===== src/sv/pgb_pkg.sv =====
// Shared types and constants for the point grid binning block.
package pgb_pkg;

    localparam int COORD_W   = 32;
    localparam int MAX_POINTS = 1024;
    localparam int PT_AW     = $clog2(MAX_POINTS);
    localparam int HELD_W    = PT_AW + 1;
    localparam int GRID_W    = 4;
    localparam int MAX_GRID  = 8;
    localparam int AXIS_W    = $clog2(MAX_GRID);
    localparam int CELLS     = MAX_GRID * MAX_GRID;
    localparam int CELL_W    = $clog2(CELLS);
    localparam int COUNT_W   = 11;
    localparam int QUOT_W    = AXIS_W + 1;
    localparam int NUM_W     = COORD_W + GRID_W;

    localparam logic [GRID_W-1:0]  GRID_RESET = GRID_W'(8);
    localparam logic [COUNT_W-1:0] COUNT_MAX  = '1;

    // One input beat
    typedef struct packed {
        logic signed [COORD_W-1:0] point_x;
        logic signed [COORD_W-1:0] point_y;
        logic                      last_point;
    } point_t;

    // One result beat
    typedef struct packed {
        logic [CELL_W-1:0]  cell_index;
        logic [COUNT_W-1:0] cell_count;
        logic               last_cell;
        logic               overflowed;
    } cell_t;

    // Commands from the controller to the datapath
    typedef struct packed {
        logic accept;
        logic clear_step;
        logic fetch;
        logic setup;
        logic div_step;
        logic cnt_read;
        logic cnt_write;
        logic emit_step;
        logic finish;
    } cmd_t;

    // Status from the datapath to the controller
    typedef struct packed {
        logic clear_last;
        logic div_last;
        logic point_last;
        logic emit_last;
    } status_t;

endpackage


===== src/sv/pgb_ctrl.sv =====
// Controller state machine sequencing load, clear, binning and emit phases.
module pgb_ctrl (
    input  logic              clk,
    input  logic              rst_n,
    input  logic              start,
    input  logic              last_point,
    input  pgb_pkg::status_t  status,
    output pgb_pkg::cmd_t     cmd,
    output logic              busy
);

    typedef enum logic [8:0] {
        S_IDLE   = 9'b000000001,
        S_CLEAR  = 9'b000000010,
        S_FETCH  = 9'b000000100,
        S_SETUP  = 9'b000001000,
        S_DIV    = 9'b000010000,
        S_CNT_RD = 9'b000100000,
        S_CNT_WR = 9'b001000000,
        S_EMIT   = 9'b010000000,
        S_FLUSH  = 9'b100000000
    } state_t;

    state_t state_reg, state_next;

    // Advance the state
    always_ff @(posedge clk or negedge rst_n)
    begin
        if (!rst_n)
            state_reg <= S_IDLE;
        else
            state_reg <= state_next;
    end

    // Next state and commands
    always_comb
    begin
        state_next = state_reg;
        cmd        = '0;
        unique case (state_reg)
            S_IDLE:
            begin
                if (start)
                begin
                    cmd.accept = 1'b1;
                    if (last_point)
                        state_next = S_CLEAR;
                end
            end
            S_CLEAR:
            begin
                cmd.clear_step = 1'b1;
                if (status.clear_last)
                    state_next = S_FETCH;
            end
            S_FETCH:
            begin
                cmd.fetch  = 1'b1;
                state_next = S_SETUP;
            end
            S_SETUP:
            begin
                cmd.setup  = 1'b1;
                state_next = S_DIV;
            end
            S_DIV:
            begin
                cmd.div_step = 1'b1;
                if (status.div_last)
                    state_next = S_CNT_RD;
            end
            S_CNT_RD:
            begin
                cmd.cnt_read = 1'b1;
                state_next   = S_CNT_WR;
            end
            S_CNT_WR:
            begin
                cmd.cnt_write = 1'b1;
                state_next    = status.point_last ? S_EMIT : S_FETCH;
            end
            S_EMIT:
            begin
                cmd.emit_step = 1'b1;
                if (status.emit_last)
                    state_next = S_FLUSH;
            end
            S_FLUSH:
            begin
                cmd.finish = 1'b1;
                state_next = S_IDLE;
            end
            default:
            begin
                state_next = S_IDLE;
            end
        endcase
    end

    assign busy = (state_reg != S_IDLE);

endmodule


===== config.mk =====
export PLATFORM = sky130hd
export DESIGN_NAME = pgb_ctrl
export DESIGN_NICKNAME = d
export VERILOG_FILES = /design/src/sv/pgb_pkg.sv /design/src/sv/pgb_ctrl.sv
export SDC_FILE = /design/constraint.sdc
export NUM_CORES = 1
export LEC_CHECK = 0
export ABC_AREA = 1
export BUFFER_PORTS_ARGS = -buffer_cell sky130_fd_sc_hd__buf_2
export CORE_UTILIZATION = 37
export CTS_BUF_LIST = sky130_fd_sc_hd__clkbuf_16
export DETAILED_ROUTE_END_ITERATION = 12
export HOLD_SLACK_MARGIN = 0.15
export PLACE_DENSITY_LB_ADDON = 0.3
export SLEW_MARGIN = 20
export SYNTH_ARGS = -nofsm -noshare
export SYNTH_HDL_FRONTEND = slang
export SYNTH_SLANG_ARGS = --single-unit

===== constraint.sdc =====
create_clock -name clk -period 3.9 [get_ports clk]
set_input_delay 0.78 -clock clk [delete_from_list [all_inputs] [get_ports clk]]
set_output_delay 0.78 -clock clk [all_outputs]
set_load 0.005 [all_outputs]

==> impl_results.md <==
- Outcome: finished, final reports clean
- 1st-iter DRT viols: 36
- Tmin final: around 2.2 ns
- Vias in the first global route: 583
- Largest cells by area after synthesis: dfrtp_1, inv_1, nand2_1, nor2_1, nand3_1
- Clk_skew: roughly 0.0004 ns
- I/O pin cnt: 18
- Worst-path clk slew: about 0.040 ns
- Final Hold Viols: 0
- DRC viols: 0
- Die W: roughly 43 um
- Flip-flop count of the largest register after layout: 9
- CP arrival: 1.46 ns
- WS Path Type: reg2out
- Max FO, Critical Path: 4
- Layout cells sized above 1: 24.8%
- Antenna-violating nets left: 0
- Synth warn: 0
- Core ar.: around 1500 um^2
- GR Util All Layers: 18.4%
- Net Count, Synth: ~100
- Crit start category: flip-flop
- Worst r2r src: state_reg[7]
- Max-cap check violation count: 0
- Syn-to-layout area delta: 29.8%
- Fin worst setup slack: approximately 1.7 ns
- Register bit total from synthesis: 9
- Pins Over Slew Limit: 0
- Multi-input logic area: between 300 and 400 um^2
- Yosys cell types: 15
- Row count: 14
- Worst rel slew slack: approximately 85%
- Ant diodes: 0
- Mean area per synthesized cell: 6.43 um^2
- Fillers: roughly 160
- Power per cell area: about 630 nW/um^2
- CTS tree: yes
- Synth Cell Area: ~600 um^2
- WL met1: about 640 um
- CTS Buf Count: 3
- Nets: 126
- H-Tree Depth: 1
- DP Wirelength: between 1000 and 1500 um
- Mapped Cells: 96
- Port buffer count: 17
- CP Launch Point: state_reg[7]
- Clock latency on the worst-skew pair: roughly 0.24 ns
- Final GP Congestion: roughly 0.84
- Sink Count: 9
- Sequential share of the synthesized area: between 30% and 40%
- Routed wire per std cell: between 10 and 15 um
- Die ar.: around 1800 um^2
- Yosys top cell area share: between 30% and 40%
- Die height: between 40 and 50 um
- Worst Tran Pin Value: ~0.23 ns
- Total congestion overflow: 0
- Hold Slack: 0.397 ns
- CTS-repair resized insts: 0
- Via Count: ~640
- Pre-CTS WS: between 1.5 and 2 ns
- Wire length on met2: a little over 600 um
- Required time worst endpoint: between 3 and 4 ns
- Met3 WL post-DR: 146 um
- Maximum clock rate: roughly 450 MHz
- Hold_buf cts: 0
- Tightest Hold Check Type: in2async
- Max Used Layer: met4
- First-pass GRT wire length: 2420 um
- Fin crit share: between 50% and 60%
- Peak VDD IR: roughly 0.27 mV
- Initial Utilization: 40.5%
- Clk buf depth: 2
- Static Leakage: 0.519 nW
- Drt pass-1 iters: 4
- RSZ-0062 raised after global routing: no
- Reg area: ~230 um^2
- Largest net degree at the start of global routing: 10
- Post-synth top area cell: dfrtp_1
- Crit end category: primary output
- Total Wirelength: roughly 1400 um
- Vias per inst: 4.84
- PnR Total Power: roughly 0.00051 W
- Post CTS Setup Buffer Count: 0
- Initial antenna violation count: 0
- Setup tns final: 0 ns
- Clk root buf: clkbuf_16
- Final number of setup-violating endpoints: 0
Yosys cell counts:
library cell,n
a21oi_1,1
dfrtp_1,8
nor2_2,2
inv_1,23
nand3_4,1
nand2_2,2
nand2_1,23
o21ai_1,1
or2_0,2
nor2_1,19
o21ai_0,1
a21oi_2,1
nor2_4,2
dfstp_2,1
nand3_1,9
worst paths after layout:
path / cells after the start / slack, ns / to
setup / recovery: 6 / 1.66 / cmd[8]
max in group asynchronous: 1 / 3.25 / state_reg[0]
hold reg to reg: 2 / 0.62 / state_reg[6]
setup reg to reg: 8 / 2.45 / state_reg[1]
hold / removal: 1 / 0.40 / state_reg[4]
min in group clk: 2 / 0.62 / state_reg[6]
layer usage:
metal	GRT usage, %	vias up
met2	26.1	43
met1	25.3	273
met4	11.3	0
met3	3.83	3
li1	-	325
met5	0	-
worst max-delay path, stage by stage (launching register included):
cell and delay, ns:
dfrtp_1 0.38, nor2_1 0.21, nand2_1 0.17, nor2_4 0.14, nand2_1 0.11, nor2_1 0.10
buf_2 0.11
layout by cell type, fill, tap and decap left out, drive strengths merged:
master	synthesis	routed
clkbuf	0	3
dfrtp	8	8
dfstp	1	1
or2	2	2
nand3	10	10
nor2	23	23
a21oi	2	2
inv	23	24
buf	0	17
o21ai	2	2
nand2	25	25
layout make-up:
type,count,share of cell area (%)
Clock buffer,3,9.38
Clock inverter,1,0.469
Inverter,23,10.8
Multi-Input combinational cell,64,38.0
Sequential cell,9,28.3
Tap cell,16,2.50
Timing Repair Buffer,17,10.6
through the flow:
step / instance area, um^2 / instances / utilization [%]
3_5_place_dp: 722 / 129 / 47.4
2_1_floorplan: 617 / 96 / -
3_3_place_gp: 722 / 129 / 47.4
6_report: 801 / 133 / 52.5
5_1_grt: 801 / 133 / 52.5
4_1_cts: 801 / 133 / 52.5
where the power goes:
| group | internal (W) | total [W] | switching, W |
|---|---|---|---|
| Combinational | 0.0000712 | 0.000196 | 0.000125 |
| Sequential | 0.000114 | 0.000131 | 0.0000171 |
| Clock | 0.000134 | 0.000179 | 0.0000450 |
cell families (layout without fill, tap and decap cells):
group,Yosys count,count (layout),share of synthesized area (%)
AO/OA/AOI/OAI,4,4,3.85
AND/OR/NAND/NOR,60,60,45.4
buffers and inverters,23,44,14.0
flip-flops,9,9,36.7
Power figures use the tool's default switching activity.
